## config.mk

```make
export PLATFORM = sky130hd
export DESIGN_NAME = des_controller
export DESIGN_NICKNAME = d
export VERILOG_FILES = /design/src/des_pkg.sv /design/src/des_controller.sv
export SDC_FILE = /design/constraint.sdc
export NUM_CORES = 1
export LEC_CHECK = 0
export BUFFER_PORTS_ARGS = -buffer_cell sky130_fd_sc_hd__buf_2
export CORE_UTILIZATION = 48
export CTS_CLUSTER_SIZE = 40
export DETAILED_ROUTE_END_ITERATION = 7
export PLACE_DENSITY = 0.74
export SLEW_MARGIN = 5
export SYNTH_ARGS = -nofsm -noshare
export SYNTH_HDL_FRONTEND = slang
export SYNTH_SLANG_ARGS = --single-unit
```

## constraint.sdc

```tcl
create_clock -name clk -period 2.2 [get_ports clk]
set_clock_uncertainty 0.1 [all_clocks]
set_input_delay 0.22 -clock clk [delete_from_list [all_inputs] [get_ports clk]]
set_output_delay 0.22 -clock clk [all_outputs]
set_load 0.01 [all_outputs]
```

## src/des_pkg.sv

```systemverilog
// shared types, constants and codes of the differential evolution step engine
`timescale 1ns / 1ps
package des_pkg;

    localparam int POP_SIZE  = 16;
    localparam int IDX_W     = $clog2(POP_SIZE);
    localparam int VEC_LEN   = 3;
    localparam int ELEM_BITS = 24;
    localparam int FRAC      = 20;
    localparam int FIT_W     = 44;
    localparam int CNT_W     = $clog2(POP_SIZE + 1);
    localparam int FIT_LAT   = 5;

    typedef logic signed [ELEM_BITS-1:0] elem_t;
    typedef elem_t [VEC_LEN-1:0] vec_t;

    typedef enum logic [1:0] {
        CMD_LOAD   = 2'd0,
        CMD_EVOLVE = 2'd1,
        CMD_READ   = 2'd2,
        CMD_COMMIT = 2'd3
    } des_cmd_t;

    typedef enum logic [1:0] {
        REG_F_SCALE    = 2'd0,
        REG_CROSS_THR  = 2'd1,
        REG_LOW_BOUND  = 2'd2,
        REG_HIGH_BOUND = 2'd3
    } des_reg_t;

    typedef enum logic [3:0] {
        ST_IDLE,
        ST_RD0,
        ST_RD1,
        ST_DIFF,
        ST_TRIAL,
        ST_EVAL,
        ST_DECIDE,
        ST_COMMIT,
        ST_FINISH
    } des_state_t;

    typedef enum logic [1:0] {
        RES_NONE,
        RES_PLAIN,
        RES_VEC
    } des_res_t;

    typedef struct packed {
        logic             cap;
        logic             rd_en;
        logic             rd_sel;
        logic             lat_a;
        logic             prod_en;
        logic             trial_en;
        logic             fit_sel_cur;
        logic             ft_cap;
        logic             fc_cap;
        logic             commit_rd;
        logic             commit_wr;
        logic [IDX_W-1:0] commit_idx_rd;
        logic [IDX_W-1:0] commit_idx_wr;
        logic             clear_marks;
        logic             load_wr;
        des_res_t         res;
    } des_ctrl_t;

    typedef struct packed {
        des_cmd_t cmd;
        logic     bad;
        logic     out_free;
    } des_stat_t;

endpackage

```

## src/des_controller.sv

```systemverilog
// command sequencer of the differential evolution step engine
`timescale 1ns / 1ps
module des_controller
    import des_pkg::*;
(
    input  logic       clk,
    input  logic       rst_n,
    input  logic       in_valid,
    input  des_stat_t  stat,
    output des_ctrl_t  ctrl
);

    des_state_t       state_reg, state_next;
    logic [CNT_W-1:0] cnt_reg, cnt_next;

    always_ff @(posedge clk or negedge rst_n)
    begin
        if (!rst_n)
        begin
            state_reg <= ST_IDLE;
            cnt_reg   <= '0;
        end
        else
        begin
            state_reg <= state_next;
            cnt_reg   <= cnt_next;
        end
    end

    // next state
    always_comb
    begin
        state_next = state_reg;
        cnt_next   = cnt_reg;
        case (state_reg)
            ST_IDLE:
            begin
                cnt_next = '0;
                if (in_valid)
                    state_next = ST_RD0;
            end
            ST_RD0:
            begin
                case (stat.cmd)
                    CMD_LOAD:   state_next = ST_FINISH;
                    CMD_COMMIT: state_next = ST_COMMIT;
                    CMD_EVOLVE: state_next = stat.bad ? ST_FINISH : ST_RD1;
                    default:    state_next = ST_RD1;
                endcase
            end
            ST_RD1:   state_next = ST_DIFF;
            ST_DIFF:  state_next = ST_TRIAL;
            ST_TRIAL: state_next = ST_EVAL;
            ST_EVAL:
            begin
                cnt_next = cnt_reg + 1'b1;
                if (cnt_reg == CNT_W'(FIT_LAT + 1))
                begin
                    cnt_next   = '0;
                    state_next = ST_DECIDE;
                end
            end
            ST_DECIDE:
                if (stat.out_free)
                    state_next = ST_IDLE;
            ST_COMMIT:
            begin
                cnt_next = cnt_reg + 1'b1;
                if (cnt_reg == CNT_W'(POP_SIZE))
                begin
                    cnt_next   = '0;
                    state_next = ST_FINISH;
                end
            end
            ST_FINISH:
                if (stat.out_free)
                    state_next = ST_IDLE;
            default: state_next = ST_IDLE;
        endcase
    end

    // outputs
    always_comb
    begin
        ctrl               = '0;
        ctrl.res           = RES_NONE;
        ctrl.commit_idx_rd = cnt_reg[IDX_W-1:0];
        ctrl.commit_idx_wr = IDX_W'(cnt_reg - 1'b1);
        case (state_reg)
            ST_IDLE:  ctrl.cap = 1'b1;
            ST_RD0:   ctrl.rd_en = 1'b1;
            ST_RD1:
            begin
                ctrl.rd_en  = 1'b1;
                ctrl.rd_sel = 1'b1;
                ctrl.lat_a  = 1'b1;
            end
            ST_DIFF:  ctrl.prod_en = 1'b1;
            ST_TRIAL: ctrl.trial_en = 1'b1;
            ST_EVAL:
            begin
                ctrl.fit_sel_cur = (cnt_reg == CNT_W'(1));
                ctrl.ft_cap      = (cnt_reg == CNT_W'(FIT_LAT));
                ctrl.fc_cap      = (cnt_reg == CNT_W'(FIT_LAT + 1));
            end
            ST_DECIDE:
                if (stat.out_free)
                    ctrl.res = RES_VEC;
            ST_COMMIT:
            begin
                ctrl.commit_rd   = (cnt_reg < CNT_W'(POP_SIZE));
                ctrl.commit_wr   = (cnt_reg != '0);
                ctrl.clear_marks = (cnt_reg == CNT_W'(POP_SIZE));
            end
            ST_FINISH:
                if (stat.out_free)
                begin
                    ctrl.res     = RES_PLAIN;
                    ctrl.load_wr = (stat.cmd == CMD_LOAD);
                end
            default: ;
        endcase
    end

endmodule

```

# ---- After elaboration in Yosys (flattened, before gate mapping)
# Index checks and enable logic that the tools add are counted.
dict set report totals {
  register_bits 9
  input_bits 7
  wordCells 52
}
dict set report classes {
  add_sub_neg 2
  n_lt_le_gt_ge 1
  n_eq_ne 18
  mux 22
  n_reduce_logical 7
}
# op count
set op_table {}
lappend op_table {{$pmux 4 s8} 1}
lappend op_table {{$mux 4} 5}
lappend op_table {{$eq 4x3->1 const B} 4}
lappend op_table {{$pmux 5 s3} 1}
lappend op_table {{$pmux 4 s3} 1}
lappend op_table {{$eq 5x3->1 const B} 2}
lappend op_table {{$mux 5} 2}
lappend op_table {{$eq 4x2->1 const B} 2}
lappend op_table {{$mux 1} 6}
lappend op_table {{$mux 2} 3}
lappend op_table {{$mux 3} 2}
lappend op_table {{$ne 2x2->1 const B} 3}
lappend op_table {{$add 5x1->5 const B} 1}
lappend op_table {{$eq 5x1->1 const B} 1}
lappend op_table {{$eq 5x5->1 const B} 1}
lappend op_table {{$lt 5x5->1 const B} 1}
lappend op_table {{$reduce_bool 5->1} 1}
lappend op_table {{$eq 4x1->1 const B} 1}
lappend op_table {{$eq 4x4->1 const B} 1}
lappend op_table {{$logic_not 4->1} 1}
lappend op_table {{$pmux 2 s2} 1}
lappend op_table {{$reduce_and 4->1} 1}
lappend op_table {{$reduce_or 2->1} 2}
lappend op_table {{$sub 4x1->4 const B} 1}
lappend op_table {{5 further kinds} 5}

# ---- Logic depth before layout (Yosys ltp)
# Gate-level depths: netlist (run 1).
dict set report depth {
  depth_word 4
  mapped_depth 6
  mapped_depth_nobuf 6
}

# ---- Least setup slack after synthesis (run 1)
# OpenSTA, ideal clock, no wires.
dict set report synth_timing {
  path_kind {reg2reg}
  startpoint {register cnt_reg[0]}
  endpoint {register state_reg[1]}
  setup_time_ns 0.092
  arrival_time_ns 1.498
  slack_ns 0.511
  stages_incl_launch_ff 7
  n_path_buf 0
  period_less_slack_ns 1.689
  cell_sequence {dfrtp_1 inv_1 ha_1 and4bb_2 a2bb2oi_4 nand3b_2 o31ai_2}
}
dict set report synth_between {
  elab_chain_len 3
  elab_cells_between_ends 5
}
# element line
set synth_lines {}
lappend synth_lines {{from (decl)} des_controller.sv:14} ;# logic [CNT_W-1:0] cnt_reg, cnt_next;
lappend synth_lines {{from (signal assigned)} des_controller.sv:26} ;# cnt_reg <= cnt_next;
lappend synth_lines {{$eq 5x3->1 / $eq 5x5->1 (equally long branches)} {des_controller.sv:57, des_controller.sv:69}}
lappend synth_lines {{$ne 2x2->1 (no source line)} -}
lappend synth_lines {{$reduce_and 4->1 (no source line) (*)} -}
lappend synth_lines {{to (signal assigned)} des_controller.sv:25} ;# state_reg <= state_next;
lappend synth_lines {{to (decl)} des_controller.sv:13} ;# des_state_t state_reg, state_next;
# Every way passes the cells marked *; elsewhere a longest branch is shown, timed or not.
# A chain may end at the register's enable or synchronous reset.

==> results of run 1 <==
logic make-up (layout without fill, tap and decap cells):
group                      Yosys count  in the layout  share of synthesized area, %
adders and majority gates            5              5                          7.47
and+or+nand+nor                     38             38                          27.2
xor gates and xnor gates             4              4                          4.19
buffers and inverters               20             46                          12.7
muxes                                1              1                          1.20
AOI/OAI and AO/OA                   22             22                          20.3
DFF                                  9              9                          26.9
metal layers:
metal / wire length (um) / share of wire, %
met1: 820 / 47
met2: 817 / 46
met3: 120 / 6.8
met4: 0 / 0
met5: 0 / 0
placed cells by master, fill, tap and decap left out, drive strengths merged, types with 2 or more instances in the layout:
cell	n
a211oi	2
a21oi	4
a31oi	4
and4bb	2
buf	32
clkbuf	4
dfrtp	9
ha	5
inv	9
nand2b	2
nand3	4
nand3b	2
nor2	9
nor3	7
nor3b	2
nor4	3
o21ai	5
o22ai	2
o31ai	2
xnor2	3
power by group through the flow:
stage | registers (uW) | clock network [uW] | logic, uW
after floorplan | 321 | 0 | 829
after global routing | 422 | 138 | 1110
final | 404 | 124 | 992
after global placement | 398 | 0 | 975
after detailed placement | 402 | 0 | 987
after CTS | 400 | 129 | 991
synth_stat cells, types with 3 or more instances:
library cell	instances	share of area [%]
nor3_1	7	4.2
nor2_1	9	4.0
dfrtp_1	9	27
nand3_1	4	2.4
inv_1	9	4.0
a31oi_1	4	3.0
buf_2	4	2.4
buf_4	5	4.5
a21oi_1	4	2.4
ha_1	5	7.5
xnor2_1	3	3.1
o21ai_0	3	1.8
nor4_1	3	2.2
cell type report:
| class | count | area, sq um | area share, % |
|---|---|---|---|
| sequential | 9 | 225 | 22.7 |
| tap | 16 | 20.0 | 2.02 |
| inverter | 9 | 33.8 | 3.40 |
| multi-input combinational | 70 | 510 | 51.4 |
| clock buffer | 4 | 26.3 | 2.64 |
| timing repair buffer | 33 | 178 | 17.9 |
through the flow:
| stage | worst slack [ns] | std cells | instance area (sq um) |
|---|---|---|---|
| after floorplan | 0.511 | 99 | 837 |
| after global placement | 0.449 | 136 | 952 |
| after detailed placement | 0.449 | 136 | 952 |
| after CTS | 0.169 | 141 | 988 |
| after global routing | 0.0567 | 141 | 993 |
| final | 0.159 | 141 | 993 |
worst reg2reg max path: stages (launching register included):
cell	delay, ns
dfrtp_1	0.64
nand4b_1	0.37
o2bb2ai_2	0.35
nand2b_1	0.10
a31oi_1	0.16
worst paths after layout:
check                      slack, ns    startpoint            to  cells past startpoint
max                             0.16  state_reg[1]      ctrl[15]                      4
min                             0.24         rst_n    cnt_reg[1]                      2
max reg2reg                     0.40  state_reg[1]    cnt_reg[2]                      4
min reg2reg                     0.51    cnt_reg[0]    cnt_reg[0]                      2
max in group asynchronous       1.57         rst_n  state_reg[3]                      2
min in group clk                0.24       stat[0]  state_reg[3]                      4
what timing repair did:
action                                  in CTS  in global routing
hold buffers                                 1                  0
endpoints found under the hold margin        9                  0
gates resized for setup                      0                  1
endpoints found under the setup margin       0                  1
==> results.txt, run 1 <==
Comb pwr share: 65.3%
GR peak layer: met2
Syn_area_per_cell: 8.46 sq um
DP HPWL: 1340 um
GR Overflow Total: 0
Critical Path RT: 1.88 ns
CTS tree: done
Number of remaining DRC errors: 2
Clk pin slew, worst setup/hold paths: 0.06 ns
Initial core utilization: 53.7%
Syn Nets: 111
Synth Register Bits: 9
IR drop worst, VDD: 0.729 mV
Largest net degree at the start of global routing: 17
Achievable Freq: 490 MHz
Setup violators final: 0
Async S/R FF share, synth: 100%
RSZ-0062 raised after global routing: no
Number of vias per cell: 5.78
# diodes: 0
CTS Buffer Depth: 2
Final ANT Viol Nets: 0
# rows: 14
Switching Fraction: 50.0%
Post-CTS Setup Bufs: 0
Failing checks: DRC
Delay-heaviest family, CP: simple AND/OR/NAND/NOR gates
Initial antenna violation count: 0
I/O Buffers: 29
Leak: 0.000490 uW
Final setup TNS: 0 ns
Startpoint type of the worst setup path: register
Worst Hold Class: input port to asynchronous set/reset pin
Relative slew margins: 67.5%
Met3 usage: 7.08%
Clock power frac: 8.2%
Fillers: 138
Layout cells sized above 1: 34.4%
Crit-path cells: and4bb_2 > nand3_1 > nor3b_1 > buf_2
Chip height: 43.8 um
Syn-to-layout area delta: 18.7%
Vias: 815
Number of synthesized flops with an enable pin: 0
Met1 Resource Use GR: 28.1%
CTS root buf: clkbuf_4
Skew-Pair Late Insertion Delay: 0.26 ns
Core region area: 1560 sq um
Drt wl/cell: 12.5 um
Fin nets: 138
CP arrival: 1.72 ns
Worst path max stage delay: 0.55 ns
Finished Core Util: 63.7%
Post-synthesis sequential area ratio: 26.9%
Max FO, Critical Path: 15
Status: finished with violations
Number of global-route vias before repair: 676
Yosys warnings: 0
First-pass GRT wire length: 2870 um
Worst-Margin Slew: 0.487 ns
Syn Inst Count: 99
Library cells used by synthesis: 37
M2 GR Usage: 29.9%
Hold_ws: 0.239 ns
Post-Route WL: 1760 um
Worst path slowest cell: dfrtp_1
Final Max Tran Viols: 0
GP Congestion: 0.861
Crit end category: output pin
Ports: 30
Psw: 760 uW
Starting DRT DRC Count: 31
Final Cycle Share: 92.8%
Critical path buffers and inverters: 1
Internal cell power: 760 uW
Post-synthesis cell area: 837 sq um
Fin crit period: 2.04 ns
Overall routing resource usage: 19.8%
CTS H-tree lvls: 1
Number of flip-flops in the largest register: 5
DR pass1 iterations: 6
MaxCap Viol Count: 0
Crit Path Category: register to output pin
Clock Sinks: 9
Synth Flop Type: dfrtp_1
CTS buffer count: 3
Die area: 1910 sq um
Power Density: 1530 nW/um^2
Total power draw: 1520 uW
Proportion of power drawn by flip-flops and latches: 26.6%
Die W: 43.8 um
Final hold violations: 0
Power figures use the tool's default switching activity.
==> run 2, diff against run 1 <==
--- a/config.mk
+++ b/config.mk
@@ -9,6 +9,7 @@
 export CORE_UTILIZATION = 48
 export CTS_CLUSTER_SIZE = 40
 export DETAILED_ROUTE_END_ITERATION = 7
+export MAX_ROUTING_LAYER = met4
 export PLACE_DENSITY = 0.74
 export SLEW_MARGIN = 5
 export SYNTH_ARGS = -nofsm -noshare
==> results.txt, run 2 (synthesized netlist as in run 1, its figures left out) <==
Drt wl/cell: 12.5 um (unchanged)
CTS tree: done (unchanged)
Fillers: 138 (unchanged)
RSZ-0062 raised after global routing: no (unchanged)
Finished Core Util: 63.7% (unchanged)
Post-Layout Cell Count: 141 (unchanged)
Post-Route WL: 1760 um (unchanged)
Core region area: 1560 sq um (unchanged)
Final setup TNS: 0 ns (unchanged)
CTS root buf: clkbuf_4 (unchanged)
First-pass GRT wire length: 2870 um (unchanged)
Critical Path RT: 1.88 ns (about the same)
Startpoint type of the worst setup path: register (unchanged)
Worst slack at placement: 0.449 ns (unchanged)
Largest net degree at the start of global routing: 17 (unchanged)
CP arrival: 1.72 ns (about the same)
# rows: 14 (unchanged)
Clk pin slew, worst setup/hold paths: 0.06 ns (about the same)
Fin nets: 138 (unchanged)
Most frequent cells in the layout: buf_2, inv_1, nor2_1, dfrtp_1, nor3_1 (unchanged)
Vias: 815 (unchanged)
Ports: 30 (unchanged)
Worst setup margin: 0.159 ns (about the same)
I/O Buffers: 29 (unchanged)
Chip height: 43.8 um (unchanged)
Setup violators final: 0 (unchanged)
IR drop worst, VDD: 0.729 mV (unchanged)
Layout cells sized above 1: 34.4% (unchanged)
Overall routing resource usage: 20.4% (was 19.8%)
Crit end category: output pin (unchanged)
Leak: 0.000490 uW (unchanged)
CTS buffer count: 3 (unchanged)
Relative slew margins: 67.5% (unchanged)
Max FO, Critical Path: 15 (unchanged)
Power Density: 1530 nW/um^2 (about the same)
Starting DRT DRC Count: 31 (unchanged)
Final Max Tran Viols: 0 (unchanged)
Fin crit period: 2.04 ns (about the same)
GR Overflow Total: 0 (unchanged)
Initial core utilization: 53.7% (unchanged)
Status: finished with violations (unchanged)
Final ANT Viol Nets: 0 (unchanged)
Number of remaining DRC errors: 2 (unchanged)
Worst Hold Class: input port to asynchronous set/reset pin (unchanged)
Number of vias per cell: 5.78 (unchanged)
Worst-Margin Slew: 0.487 ns (about the same)
Failing checks: DRC (unchanged)
GP Congestion: 0.874 (was 0.861)
Cells after DPL: 136 (unchanged)
Die W: 43.8 um (unchanged)
Final Cycle Share: 92.8% (about the same)
Commonest non-fill, non-tap cell in the layout: buf_2 (unchanged)
Number of global-route vias before repair: 672 (was 676)
Skew-Pair Late Insertion Delay: 0.26 ns (about the same)
Multi-input combinational cell area: 510 sq um (unchanged)
Initial antenna violation count: 0 (unchanged)
Post-CTS Setup Bufs: 0 (unchanged)
MaxCap Viol Count: 0 (unchanged)
Achievable Freq: 490 MHz (about the same)
Register area: 225 sq um (unchanged)
Die area: 1910 sq um (unchanged)
DP HPWL: 1340 um (unchanged)
DR pass1 iterations: 6 (unchanged)
CTS H-tree lvls: 1 (unchanged)
CTS Buffer Depth: 2 (unchanged)
Syn-to-layout area delta: 18.7% (unchanged)
# diodes: 0 (unchanged)
Number of flip-flops in the largest register: 5 (unchanged)
Clock Sinks: 9 (unchanged)
Crit Path Category: register to output pin (unchanged)
Final hold violations: 0 (unchanged)
[run 2: final timing paths]
kind / slack (ns) / to / depth (start not counted) / from
setup / recovery: 0.16 / ctrl[15] / 4 / state_reg[1]
hold / removal: 0.24 / cnt_reg[1] / 2 / rst_n
setup reg to reg: 0.40 / cnt_reg[2] / 4 / state_reg[1]
hold reg to reg: 0.51 / cnt_reg[0] / 2 / cnt_reg[0]
max in group asynchronous: 1.57 / state_reg[3] / 2 / rst_n
min in group clk: 0.24 / state_reg[3] / 4 / stat[0]
[run 2: metrics by stage]
stage / total power [uW] / hold WS [ns] / instance area [sq um]
floorplan: 1150 / -0.176 / 837
global placement: 1370 / -0.0188 / 952
detailed placement: 1390 / -0.0172 / 952
CTS: 1520 / 0.207 / 988
global route: 1670 / 0.237 / 993
finish: 1520 / 0.239 / 993
[run 2: power breakdown]
group	switching (uW)	internal [uW]	leakage (uW)	total, uW
Combinational	545	447	0.000363	992
Sequential	161	244	0.000112	404
Clock	54.4	69.7	0.0000150	124
[run 2: layout make-up]
| class | count | area share, % |
|---|---|---|
| clock buffer | 4 | 2.64 |
| sequential | 9 | 22.7 |
| inverter | 9 | 3.40 |
| multi-input combinational | 70 | 51.4 |
| tap | 16 | 2.02 |
| timing repair buffer | 33 | 17.9 |
[run 2: repair_timing]
| action | in CTS | in global routing |
|---|---|---|
| endpoints found under the setup margin | 0 | 1 |
| hold buffers | 1 | 0 |
| hold endpoints to repair | 9 | 0 |
| gates resized for setup | 0 | 1 |
[run 2: metal layers]
metal / share of wire (%) / wire length (um) / track usage (%) / up-vias
met4: 0 / 0 / 1.88 / 0
met2: 46 / 817 / 29.9 / 33
met5: 0 / 0 / - / -
li1: - / - / - / 404
met3: 6.8 / 120 / 7.08 / 0
met1: 47 / 820 / 28.1 / 378
[run 2: worst max-delay path: stages, from the launching register on]
cell      delay, ns
dfrtp_1        0.55
and4bb_2       0.46
nand3_1        0.11
nor3b_1        0.18
buf_2          0.16
